[src/hw/rtl/pru_pkg.sv]
// ----------------------------------------------------------------------------
// pru_pkg
// Shared widths, register indexes and controller/datapath interface structs
// for the pixel replication upscaler.
// ----------------------------------------------------------------------------
package pru_pkg;

  // field widths
  localparam int PIXEL_W    = 24;
  localparam int ADDR_W     = 26;
  localparam int IN_TDATA_W = 24;
  localparam int OUT_TDATA_W = 56;

  // configuration register widths
  localparam int ROWS_CFG_W  = 11;
  localparam int COLS_CFG_W  = 11;
  localparam int SCALE_CFG_W = 4;
  localparam int CFG_DATA_W  = 11;
  localparam int CFG_IDX_W   = 2;

  // configuration register indexes
  localparam logic [CFG_IDX_W-1:0] REG_FRAME_ROWS   = 2'd0;
  localparam logic [CFG_IDX_W-1:0] REG_FRAME_COLS   = 2'd1;
  localparam logic [CFG_IDX_W-1:0] REG_SCALE_FACTOR = 2'd2;

  // controller to datapath commands
  typedef struct packed {
    logic load;     // latch pixel and clamped config
    logic stride;   // first multiply stage
    logic base;     // second multiply stage, start of copies
    logic advance;  // current copy taken downstream
  } pru_cmd_t;

  // datapath to controller status
  typedef struct packed {
    logic last_copy;
  } pru_status_t;

endpackage

[src/hw/rtl/pixel_replication_upscaler.sv]
// ----------------------------------------------------------------------------
// pixel_replication_upscaler
// Nearest-neighbor integer upscaler: each source pixel goes out as
// scale x scale copies, each with its linear address in the enlarged frame.
//
//   channel  direction  ports                          word
//   in       slave      in_tvalid/in_tready/in_tdata   one source pixel
//   out      master     out_tvalid/out_tready/out_*    one copy with address
//   cfg      slave      cfg_valid/cfg_ready/cfg_*      one register write
//
// A pixel is taken in the idle state, then runs through the address setup
// states STRIDE and BASE and the copy walk before the block is idle again.
// The setup states are the address multipliers (cols*s, row*s, col*s,
// then row*s*stride); after that the walker hands out one copy per cycle
// while the output is not stalled. Output stalls hold the current copy;
// no new pixel is taken until the last copy of the current one has gone.
// Reset sets the config registers to one and the source position to zero.
// ----------------------------------------------------------------------------
module pixel_replication_upscaler #(
  parameter int MAX_ROWS  = 1024,
  parameter int MAX_COLS  = 1024,
  parameter int MAX_SCALE = 8
) (
  input  logic                               clk,
  input  logic                               rst_n,
  // pixel input
  input  logic                               in_tvalid,
  output logic                               in_tready,
  input  logic [pru_pkg::IN_TDATA_W-1:0]     in_tdata,   // [23:0] pixel_value
  // copy output
  output logic                               out_tvalid,
  input  logic                               out_tready,
  output logic [pru_pkg::OUT_TDATA_W-1:0]    out_tdata,  // [25:0] out_address,
                                                         // [49:26] out_pixel
  output logic                               out_tlast,  // run_last
  // configuration writes
  input  logic                               cfg_valid,
  output logic                               cfg_ready,
  input  logic [pru_pkg::CFG_IDX_W-1:0]      cfg_index,
  input  logic [pru_pkg::CFG_DATA_W-1:0]     cfg_data
);
  import pru_pkg::*;

  pru_cmd_t           cmd;
  pru_status_t        status;
  logic [ADDR_W-1:0]  out_address;
  logic [PIXEL_W-1:0] out_pixel;

  // config channel never stalls
  assign cfg_ready = 1'b1;

  // controller
  pru_ctrl u_ctrl (
    .clk        (clk),
    .rst_n      (rst_n),
    .in_tvalid  (in_tvalid),
    .in_tready  (in_tready),
    .out_tvalid (out_tvalid),
    .out_tready (out_tready),
    .status     (status),
    .cmd        (cmd)
  );

  // datapath
  pru_datapath #(
    .MAX_ROWS  (MAX_ROWS),
    .MAX_COLS  (MAX_COLS),
    .MAX_SCALE (MAX_SCALE)
  ) u_datapath (
    .clk         (clk),
    .rst_n       (rst_n),
    .cfg_we      (cfg_valid & cfg_ready),
    .cfg_index   (cfg_index),
    .cfg_data    (cfg_data),
    .pixel_in    (in_tdata[PIXEL_W-1:0]),
    .cmd         (cmd),
    .status      (status),
    .out_address (out_address),
    .out_pixel   (out_pixel)
  );

  // output word packing
  assign out_tdata = {(OUT_TDATA_W - ADDR_W - PIXEL_W)'(0), out_pixel, out_address};
  assign out_tlast = status.last_copy;

endmodule

[src/hw/rtl/pru_ctrl.sv]
// ----------------------------------------------------------------------------
// pru_ctrl
// Controller state machine: takes one pixel, steps the datapath through its
// address setup states (stride, base), then hands out copies until the last one.
// ----------------------------------------------------------------------------
module pru_ctrl (
  input  logic                 clk,
  input  logic                 rst_n,
  input  logic                 in_tvalid,
  output logic                 in_tready,
  output logic                 out_tvalid,
  input  logic                 out_tready,
  input  pru_pkg::pru_status_t status,
  output pru_pkg::pru_cmd_t    cmd
);
  import pru_pkg::*;

  typedef enum logic [3:0] {
    ST_IDLE   = 4'b0001,
    ST_STRIDE = 4'b0010,
    ST_BASE   = 4'b0100,
    ST_EMIT   = 4'b1000
  } state_t;

  state_t state_r;
  state_t state_nxt;

  // handshake outputs
  assign in_tready  = (state_r == ST_IDLE);
  assign out_tvalid = (state_r == ST_EMIT);

  // commands to the datapath
  always_comb begin
    cmd.load    = in_tvalid & in_tready;
    cmd.stride  = (state_r == ST_STRIDE);
    cmd.base    = (state_r == ST_BASE);
    cmd.advance = out_tvalid & out_tready;
  end

  // next state
  always_comb begin
    state_nxt = state_r;
    case (state_r)
      ST_IDLE: begin
        if (in_tvalid) state_nxt = ST_STRIDE;
      end
      ST_STRIDE: state_nxt = ST_BASE;
      ST_BASE:   state_nxt = ST_EMIT;
      ST_EMIT: begin
        if (out_tready && status.last_copy) state_nxt = ST_IDLE;
      end
      default:   state_nxt = ST_IDLE;
    endcase
  end

  // state register
  always_ff @(posedge clk) begin
    if (!rst_n) begin
      state_r <= ST_IDLE;
    end else begin
      state_r <= state_nxt;
    end
  end

endmodule

[src/hw/rtl/pru_datapath.sv]
// ----------------------------------------------------------------------------
// pru_datapath
// Config registers, source position counters, address multipliers and the
// copy address walker for the pixel replication upscaler.
// ----------------------------------------------------------------------------
module pru_datapath #(
  parameter int MAX_ROWS  = 1024,
  parameter int MAX_COLS  = 1024,
  parameter int MAX_SCALE = 8
) (
  input  logic                             clk,
  input  logic                             rst_n,
  input  logic                             cfg_we,
  input  logic [pru_pkg::CFG_IDX_W-1:0]    cfg_index,
  input  logic [pru_pkg::CFG_DATA_W-1:0]   cfg_data,
  input  logic [pru_pkg::PIXEL_W-1:0]      pixel_in,
  input  pru_pkg::pru_cmd_t                cmd,
  output pru_pkg::pru_status_t             status,
  output logic [pru_pkg::ADDR_W-1:0]       out_address,
  output logic [pru_pkg::PIXEL_W-1:0]      out_pixel
);
  import pru_pkg::*;

  // counter and clamped-value widths
  localparam int RW  = (MAX_ROWS  > 1) ? $clog2(MAX_ROWS)  : 1;
  localparam int CW  = (MAX_COLS  > 1) ? $clog2(MAX_COLS)  : 1;
  localparam int IW  = (MAX_SCALE > 1) ? $clog2(MAX_SCALE) : 1;
  localparam int RNW = $clog2(MAX_ROWS + 1);
  localparam int CNW = $clog2(MAX_COLS + 1);
  localparam int SW  = $clog2(MAX_SCALE + 1);
  localparam int STW = CNW + SW;
  localparam int RSW = RW + SW;
  localparam int CSW = CW + SW;

  // configuration registers
  logic [ROWS_CFG_W-1:0]  rows_cfg_r;
  logic [COLS_CFG_W-1:0]  cols_cfg_r;
  logic [SCALE_CFG_W-1:0] scale_cfg_r;

  always_ff @(posedge clk) begin
    if (!rst_n) begin
      rows_cfg_r  <= ROWS_CFG_W'(1);
      cols_cfg_r  <= COLS_CFG_W'(1);
      scale_cfg_r <= SCALE_CFG_W'(1);
    end else if (cfg_we) begin
      case (cfg_index)
        REG_FRAME_ROWS:   rows_cfg_r  <= cfg_data[ROWS_CFG_W-1:0];
        REG_FRAME_COLS:   cols_cfg_r  <= cfg_data[COLS_CFG_W-1:0];
        REG_SCALE_FACTOR: scale_cfg_r <= cfg_data[SCALE_CFG_W-1:0];
        default: ;
      endcase
    end
  end

  // zero reads as one, oversize saturates
  logic [31:0] rows_lim;
  logic [31:0] cols_lim;
  logic [31:0] scale_lim;

  always_comb begin
    rows_lim  = (rows_cfg_r == '0) ? 32'd1 :
                (32'(rows_cfg_r) > MAX_ROWS) ? 32'(MAX_ROWS) : 32'(rows_cfg_r);
    cols_lim  = (cols_cfg_r == '0) ? 32'd1 :
                (32'(cols_cfg_r) > MAX_COLS) ? 32'(MAX_COLS) : 32'(cols_cfg_r);
    scale_lim = (scale_cfg_r == '0) ? 32'd1 :
                (32'(scale_cfg_r) > MAX_SCALE) ? 32'(MAX_SCALE) : 32'(scale_cfg_r);
  end

  // per-item operands
  logic [PIXEL_W-1:0] pix_r;
  logic [RNW-1:0]     rows_r;
  logic [CNW-1:0]     cols_r;
  logic [SW-1:0]      scale_r;

  always_ff @(posedge clk) begin
    if (cmd.load) begin
      pix_r   <= pixel_in;
      rows_r  <= RNW'(rows_lim);
      cols_r  <= CNW'(cols_lim);
      scale_r <= SW'(scale_lim);
    end
  end

  // source position
  logic [RW-1:0] row_r;
  logic [CW-1:0] col_r;

  // address setup products
  logic [STW-1:0]    stride_r;
  logic [RSW-1:0]    row_s_r;
  logic [CSW-1:0]    col_s_r;
  logic [ADDR_W-1:0] base_sum;

  always_ff @(posedge clk) begin
    if (cmd.stride) begin
      stride_r <= STW'(cols_r) * STW'(scale_r);
      row_s_r  <= RSW'(row_r) * RSW'(scale_r);
      col_s_r  <= CSW'(col_r) * CSW'(scale_r);
    end
  end

  assign base_sum = ADDR_W'(row_s_r) * ADDR_W'(stride_r) + ADDR_W'(col_s_r);

  // copy walker: i is the vertical repeat, j the horizontal one
  logic [IW-1:0]     i_r;
  logic [IW-1:0]     j_r;
  logic [ADDR_W-1:0] line_r;
  logic [ADDR_W-1:0] addr_r;
  logic [ADDR_W-1:0] line_next;
  logic              j_end;
  logic              last_copy;

  assign line_next = line_r + ADDR_W'(stride_r);
  assign j_end     = (SW'(j_r) == scale_r - SW'(1));
  assign last_copy = j_end && (SW'(i_r) == scale_r - SW'(1));

  always_ff @(posedge clk) begin
    if (cmd.base) begin
      line_r <= base_sum;
      addr_r <= base_sum;
      i_r    <= '0;
      j_r    <= '0;
    end else if (cmd.advance && !last_copy) begin
      if (j_end) begin
        j_r    <= '0;
        i_r    <= i_r + IW'(1);
        line_r <= line_next;
        addr_r <= line_next;
      end else begin
        j_r    <= j_r + IW'(1);
        addr_r <= addr_r + ADDR_W'(1);
      end
    end
  end

  // position step after the last copy of a pixel
  always_ff @(posedge clk) begin
    if (!rst_n) begin
      row_r <= '0;
      col_r <= '0;
    end else if (cmd.advance && last_copy) begin
      if (CNW'(col_r) + CNW'(1) >= cols_r) begin
        col_r <= '0;
        if (RNW'(row_r) + RNW'(1) >= rows_r) begin
          row_r <= '0;
        end else begin
          row_r <= row_r + RW'(1);
        end
      end else begin
        col_r <= col_r + CW'(1);
      end
    end
  end

  assign status.last_copy = last_copy;
  assign out_address      = addr_r;
  assign out_pixel        = pix_r;

endmodule

[config.mk]
export PLATFORM = sky130hd
export DESIGN_NAME = pixel_replication_upscaler
export DESIGN_NICKNAME = d
export VERILOG_FILES = /design/src/hw/rtl/pru_pkg.sv /design/src/hw/rtl/pixel_replication_upscaler.sv /design/src/hw/rtl/pru_ctrl.sv /design/src/hw/rtl/pru_datapath.sv
export SDC_FILE = /design/constraint.sdc
export NUM_CORES = 1
export LEC_CHECK = 0
export ABC_AREA = 1
export BUFFER_PORTS_ARGS = -buffer_cell sky130_fd_sc_hd__clkbuf_2
export CORE_MARGIN = 10
export CORE_UTILIZATION = 35
export DETAILED_ROUTE_END_ITERATION = 10
export GPL_TIMING_DRIVEN = 0
export SETUP_SLACK_MARGIN = 0.05
export SYNTH_ARGS = -nofsm -noshare
export SYNTH_HDL_FRONTEND = slang
export SYNTH_SLANG_ARGS = --single-unit
[constraint.sdc]
create_clock -name clk -period 8.6 [get_ports clk]
set_clock_uncertainty 0.05 [all_clocks]
set_input_delay 1.72 -clock clk [delete_from_list [all_inputs] [get_ports clk]]
set_output_delay 1.72 -clock clk [all_outputs]
set_load 0.01 [all_outputs]
* Yosys cells after proc, flatten, opt, wreduce, memory -nomap -nowiden
Index checks and enable logic that the tools add are counted.
** Storage, ports and cells
- Register bits :: 201
- Output and inout port bits :: 60
- Word-level logic and storage cells :: 87
** Operators by class
- Add/subtract/negate cells :: 10
- $mul :: 4
- $lt $le $gt $ge :: 5
- Equal/unequal tests :: 10
- Mux-type cells :: 15
- Bitwise gates (word level) :: 2
- Reduce and logical (&&, ||, !) cells :: 21
** Operators with widths (number)
- $mux 26 :: 6
- $mul 10x4->14 :: 2
- $add 26x1->26 const B :: 1
- $add 26x14->26 :: 1
- $add 26x15->26 :: 1
- $mul 14x15->26 :: 1
- $add 10x1->11 const B :: 2
- $ge 11x11->1 :: 2
- $gt 11x11->1 const B :: 2
- $logic_not 11->1 :: 2
- $mux 11 :: 2
- $add 10x1->10 const B :: 2
- $mux 10 :: 2
- $pmux 4 s4 :: 1
- $mul 11x4->15 :: 1
- $reduce_and 2->1 :: 7
- $mux 4 :: 3
- $eq 3x4->1 :: 2
- $add 3x1->3 const B :: 2
- $reduce_or 2->1 :: 3
- $eq 4x1->1 const B :: 1
- $eq 4x2->1 const B :: 1
- $eq 4x3->1 const B :: 1
- $eq 4x4->1 const B :: 1
- 12 further kinds :: 18

* Depth between registers and ports, before layout
- Word-level depth :: 7
- Gate-level depth with buffers :: 28
- Mapped depth without buffers :: 27

* By module
From an unflattened synthesis, not the netlist that was laid out.
** Unflattened totals
- Cell total of the unflattened synthesis :: 2940
- Area, all modules :: 21978.6 sq um
** Modules (own cells, without submodules)
- pru_datapath :: times used 1, cells an instance 2889, area each 21677.0 sq um
- pru_ctrl :: times used 1, cells an instance 42, area each 241.5 sq um
- pixel_replication_upscaler :: times used 1, cells an instance 9, area each 60.1 sq um

* Least setup slack after synthesis
No wires, ideal clock.
- Path type :: reg2reg
- From :: reg u_datapath.row_s_r[4]
- To :: reg u_datapath.addr_r[25], in the netlist u_datapath.out_address[25] (data pin)
- Library setup time :: 254 ps
- Arrival :: 5180 ps
- Setup slack :: 3116 ps
- Cell stages (with the launch flop) :: 26
- Period minus slack after synthesis :: 5484 ps
- Path through :: edfxtp_1 -> clkbuf_1 -> nand2_1 -> inv_1 -> fa_1 -> inv_1 -> fa_1 -> inv_1 -> fa_1 -> inv_1 -> fa_1 -> inv_1 -> fa_1 -> inv_1 -> fa_1 -> inv_1 -> ha_1 -> nand2_1 -> nor2_1 -> nand2_1 -> nor2_1 -> nand2_1 -> nand3_1 -> nand2_1 -> nand3_1 -> nand2_1
** On the way
- Cells in the longest elaborated chain, start to end :: 3
** Ends and longest elaborated chain
- start: declaration :: RTL line pru_datapath.sv:90 : logic [RSW-1:0] row_s_r;
- start signal: assignment :: RTL line pru_datapath.sv:97 : row_s_r <= RSW'(row_r) * RSW'(scale_r);
- $mul 14x15->26 :: RTL line pru_datapath.sv:102 : assign base_sum = ADDR_W'(row_s_r) * ADDR_W'(stride_r) + ADDR_W'(col_s_r);
- $add 26x14->26 :: RTL line pru_datapath.sv:102
- $mux 26 :: RTL line pru_datapath.sv:118 : if (cmd.base) begin
- end signal: assignment :: RTL line pru_datapath.sv:120 : addr_r <= base_sum;
- end signal: assignment :: RTL line pru_datapath.sv:128 : addr_r <= line_next;
- end signal: assignment :: RTL line pru_datapath.sv:131 : addr_r <= addr_r + ADDR_W'(1);
- end: declaration :: RTL line pru_datapath.sv:108 : logic [ADDR_W-1:0] addr_r;
No other way between the ends.
A chain may end at the register's enable or synchronous reset.

* Final worst setup path
- From :: reg u_datapath.stride_r[9]
- To :: reg u_datapath.addr_r[19], in the netlist u_datapath.out_address[19] (data pin)
** On the way
- Cells in the longest elaborated chain, start to end :: 4
- Elaborated cells between the ends (all ways) :: 6
** Ends and longest elaborated chain
- start: declaration :: RTL line pru_datapath.sv:89 : logic [STW-1:0] stride_r;
- start signal: assignment :: RTL line pru_datapath.sv:96 : stride_r <= STW'(cols_r) * STW'(scale_r);
- branches (longest 3 deep; another with $mul 14x15->26)
- $mux 26 * :: RTL line pru_datapath.sv:118
Mark *: on every way between the ends. The select of a mux whose other input is x is not followed.

==> flow_summary.yaml <==
run_status:
  outcome: "finished clean"
cts:
  cts_root_buffer: "sky130_fd_sc_hd__clkbuf_16"
  postCtsResizedCells: 0
  cts_tree: "done"
  post-cts-setup-buffer-count: 0
  clk_pin_slew_worst_paths_ns: 0.07
  ctsLongestPathBuffers: 3
  clock_sinks: 201
  cts_hold_buffers: 0
  tritoncts.num_buffers: 25
  clk_latency_ns: 0.57
  htree_num_levels: 1
synthesis:
  syn_inst: 2950
  avgSynthCellArea_um2: 7.47
  seq_cells_post_synth: 201
  synthDistinctLibCells: 39
  synth.largest_area_cell: "sky130_fd_sc_hd__edfxtp_1"
  synth_largest_type_area_fraction_pct: 19.8
  synth_warnings: 0
  synth_top_cells_by_area: "sky130_fd_sc_hd__edfxtp_1, sky130_fd_sc_hd__fa_1, sky130_fd_sc_hd__nand2_1, sky130_fd_sc_hd__inv_1, sky130_fd_sc_hd__ha_1"
  synth_seq_area_share_pct: 24.9
  netlist_area_um2: 22000
layout:
  antenna_cells_inserted: 0
  synthToLayoutAreaGrowth_pct: 11.2
  layout-drive-gt1-share_pct: 5.62
  design_area_um2: 24500
  fill_cells: 6455
  final_nets: 3509
timing:
  timing.final.hold_violations: 0
  maxSlewHeadroom_pct: 14.8
  unrepaired_setup_endpoints_after_global_routing: "no"
  min_period_ns: 6.64
  fmax_mhz: 151
  maxSlewViolCount: 0
  min_period_over_period_pct: 77.2
  worst_slack_ns: 1.96
  setup_total_negative_slack_ns: 0
  max_slew.worst_pin.slew_ns: 1.27
  post_route_hold_slack_ns: 0.424
  final-setup-viol-count: 0
place:
  pre_cts_slack_ns: 1.96
  dp_hpwl_um: 49200
  place_area_um2: 23600
  number_of_buffers_added_on_ports: 93
  place_congestion: 0.917
floorplan:
  dieWidth_um: 271
  floorplan_die_area_um2: 73400
  initial_core_util_pct: 35.5
  num_rows: 91
  fp.dieH_um: 271
  core_um2: 62100
  pin_count: 102
worst_hold_path:
  worstHoldPathType: "reg2reg"
worst_setup_path:
  critPathLaunchType: "register"
  cpMaxStageDelayCell: "sky130_fd_sc_hd__edfxtp_1"
  cp_max_fo: 10
  arrival_ns: 6.89
  timing.critical_path.mode_cell: "sky130_fd_sc_hd__fa_1"
  type_of_destination_of_the_critical_path: "register"
  worstPathBufferInverterCount: 5
  max_stage_delay_ns: 0.70
  path_cells: "clkbuf_1 > nand2_1 > fa_1 > fa_1 > inv_1 > fa_1 > fa_1 > fa_1 > inv_1 > fa_1 > inv_1 > ha_1 > nand2_1 > nor2_1 > inv_1 > nor2_1 > nand4_1 > nand3_1 > nand2_1 > nand3_1 > nand2_1"
  worstPathRequired_ns: 8.85
  critical_path.top_delay_family: "adder cells"
  worstSetupPathType: "reg2reg"
global_routing:
  first_global_vias: 18407
  grt_usage_pct: 16.2
  grt_start_max_net_pins: 45
  global_route.overflow_total: 0
  first_pass_grt_wire_length_um: 97000
  antenna_found_initial: 0
routing:
  ant_nets: 0
  drt-total-wl_um: 59700
  count_of_unresolved_drc_violations_after_routing: 0
  avgRoutedWirePerCell_um: 15.2
  first_iter_violations: 1188
  dr.pass1.iters: 6
  routed-via-count: 18489
  average_via_count_per_standard_cell: 4.70
power:
  power-per-cell-area_nw_per_um2: 188
  power_leakage_nw: 13.5
  power.total_mw: 4.61
  ir_worst_vdd_uv: 161
job:
  cap_violations: 0
[metal layers]
metal	up-vias	part of all wire, %	routed length, µm	global-route usage (%)
met5	-	0	0	0
met4	0	2.6	1560	4.13
met3	73	5.0	2970	1.64
met2	457	47	27900	27.2
met1	8704	46	27400	22.0
li1	9255	-	-	-
[report_power, final]
part	switching, mW	leakage, nW	total (mW)	internal [mW]
clock	0.471	0.443	1.18	0.705
combinational	1.48	11.2	2.31	0.831
sequential	0.0340	1.80	1.13	1.09
total	1.99	13.5	4.61	2.63
[worst reg2reg max path, cell delays in order (launching register included)]
cell,delay [ns]
sky130_fd_sc_hd__edfxtp_1,0.70
sky130_fd_sc_hd__clkbuf_1,0.63
sky130_fd_sc_hd__nand2_1,0.17
sky130_fd_sc_hd__fa_1,0.53
sky130_fd_sc_hd__fa_1,0.52
sky130_fd_sc_hd__inv_1,0.05
sky130_fd_sc_hd__fa_1,0.48
sky130_fd_sc_hd__fa_1,0.52
sky130_fd_sc_hd__fa_1,0.57
sky130_fd_sc_hd__inv_1,0.06
sky130_fd_sc_hd__fa_1,0.53
sky130_fd_sc_hd__inv_1,0.04
sky130_fd_sc_hd__ha_1,0.38
sky130_fd_sc_hd__nand2_1,0.15
sky130_fd_sc_hd__nor2_1,0.21
sky130_fd_sc_hd__inv_1,0.06
sky130_fd_sc_hd__nor2_1,0.16
sky130_fd_sc_hd__nand4_1,0.13
sky130_fd_sc_hd__nand3_1,0.11
sky130_fd_sc_hd__nand2_1,0.05
sky130_fd_sc_hd__nand3_1,0.20
sky130_fd_sc_hd__nand2_1,0.10
[synthesized netlist by cell type]
master / count
sky130_fd_sc_hd__buf_2: 11
sky130_fd_sc_hd__xnor2_1: 20
sky130_fd_sc_hd__inv_1: 667
sky130_fd_sc_hd__fa_1: 216
sky130_fd_sc_hd__nand4_1: 38
sky130_fd_sc_hd__a211oi_1: 1
sky130_fd_sc_hd__dfxtp_1: 56
sky130_fd_sc_hd__nor3_1: 26
sky130_fd_sc_hd__nor2_8: 2
sky130_fd_sc_hd__a21oi_1: 114
sky130_fd_sc_hd__nor4_1: 3
sky130_fd_sc_hd__nand3b_1: 12
sky130_fd_sc_hd__and2_1: 1
sky130_fd_sc_hd__nand2_1: 870
sky130_fd_sc_hd__nand3b_2: 1
sky130_fd_sc_hd__clkbuf_1: 64
sky130_fd_sc_hd__o211ai_1: 4
sky130_fd_sc_hd__a31oi_1: 2
sky130_fd_sc_hd__buf_1: 1
sky130_fd_sc_hd__edfxtp_1: 145
sky130_fd_sc_hd__inv_2: 4
sky130_fd_sc_hd__ha_1: 175
sky130_fd_sc_hd__nor3_2: 1
sky130_fd_sc_hd__conb_1: 2
sky130_fd_sc_hd__or2_2: 3
sky130_fd_sc_hd__o21ai_0: 105
sky130_fd_sc_hd__maj3_1: 1
sky130_fd_sc_hd__nor2_1: 196
sky130_fd_sc_hd__and3_1: 4
sky130_fd_sc_hd__a21o_1: 3
sky130_fd_sc_hd__buf_6: 1
sky130_fd_sc_hd__nand3_4: 2
sky130_fd_sc_hd__o21a_1: 3
sky130_fd_sc_hd__nand3_1: 131
sky130_fd_sc_hd__xor2_1: 49
sky130_fd_sc_hd__a21boi_0: 1
sky130_fd_sc_hd__o21bai_1: 5
sky130_fd_sc_hd__buf_4: 8
sky130_fd_sc_hd__nand2_2: 2
[placed cells by master, fill, tap and decap left out, types with 56 or more instances in the layout]
cell type                  instances
sky130_fd_sc_hd__a21oi_1         114
sky130_fd_sc_hd__nor2_1          195
sky130_fd_sc_hd__edfxtp_1        145
sky130_fd_sc_hd__inv_1           666
sky130_fd_sc_hd__ha_1            175
sky130_fd_sc_hd__clkbuf_1         65
sky130_fd_sc_hd__nand3_1         131
sky130_fd_sc_hd__clkbuf_2         93
sky130_fd_sc_hd__fa_1            216
sky130_fd_sc_hd__dfxtp_1          56
sky130_fd_sc_hd__nand2_1         870
sky130_fd_sc_hd__o21ai_0         105
[cells by family after synthesis]
logic type | share of synthesized area [%]
XOR/XNOR | 2.74
AND/OR/NAND/NOR | 24.0
other | 0.0341
AO/OA/AOI/OAI | 5.61
flip-flops | 24.9
buffers and inverters | 13.1
adder cells (fa/ha/maj) | 29.6
[area by class of cell]
type / count / area (µm²) / area share [%]
clock inverter: 19 / 275 / 1.12
inverter: 671 / 2520 / 10.3
buffer: 85 / 370 / 1.51
tap: 837 / 1050 / 4.27
multi-input combinational: 1998 / 13700 / 55.9
clock buffer: 27 / 643 / 2.62
timing repair buffer: 94 / 485 / 1.98
sequential: 201 / 5480 / 22.3
[metrics by stage]
| step | utilization [%] | instances |
|---|---|---|
| floorplan | - | 2955 |
| global placement | 38.0 | 3885 |
| detailed placement | 38.0 | 3886 |
| CTS | 39.5 | 3932 |
| global route | 39.5 | 3932 |
| finish | 39.5 | 3932 |
[path summary, 6_finish.rpt]
| kind | from | end | slack, ns | depth (start not counted) |
|---|---|---|---|---|
| max | u_datapath.stride_r[9]$_DFFE_PN_ | u_datapath.out_address[19]$_DFFE_PP_ | 1.96 | 21 |
| min | u_datapath.cols_cfg_r[3]$_SDFFE_PN0P_ | u_datapath.cols_cfg_r[3]$_SDFFE_PN0P_ | 0.42 | 2 |
| max reg2reg | u_datapath.stride_r[9]$_DFFE_PN_ | u_datapath.out_address[19]$_DFFE_PP_ | 1.96 | 21 |
| min reg2reg | u_datapath.cols_cfg_r[3]$_SDFFE_PN0P_ | u_datapath.cols_cfg_r[3]$_SDFFE_PN0P_ | 0.42 | 2 |
[sequential cells by signal, indices dropped and copies added, names as in the netlist, 10 cells and up]
name and flops:
u_datapath.line_r 26, u_datapath.out_address 26, u_datapath.out_pixel 24, u_datapath.stride_r 15
u_datapath.col_s_r 14, u_datapath.row_s_r 14, u_datapath.cols_cfg_r 11, u_datapath.cols_r 11
u_datapath.rows_cfg_r 11, u_datapath.rows_r 11, u_datapath.col_r 10, u_datapath.row_r 10
Power figures use the tool's default switching activity.
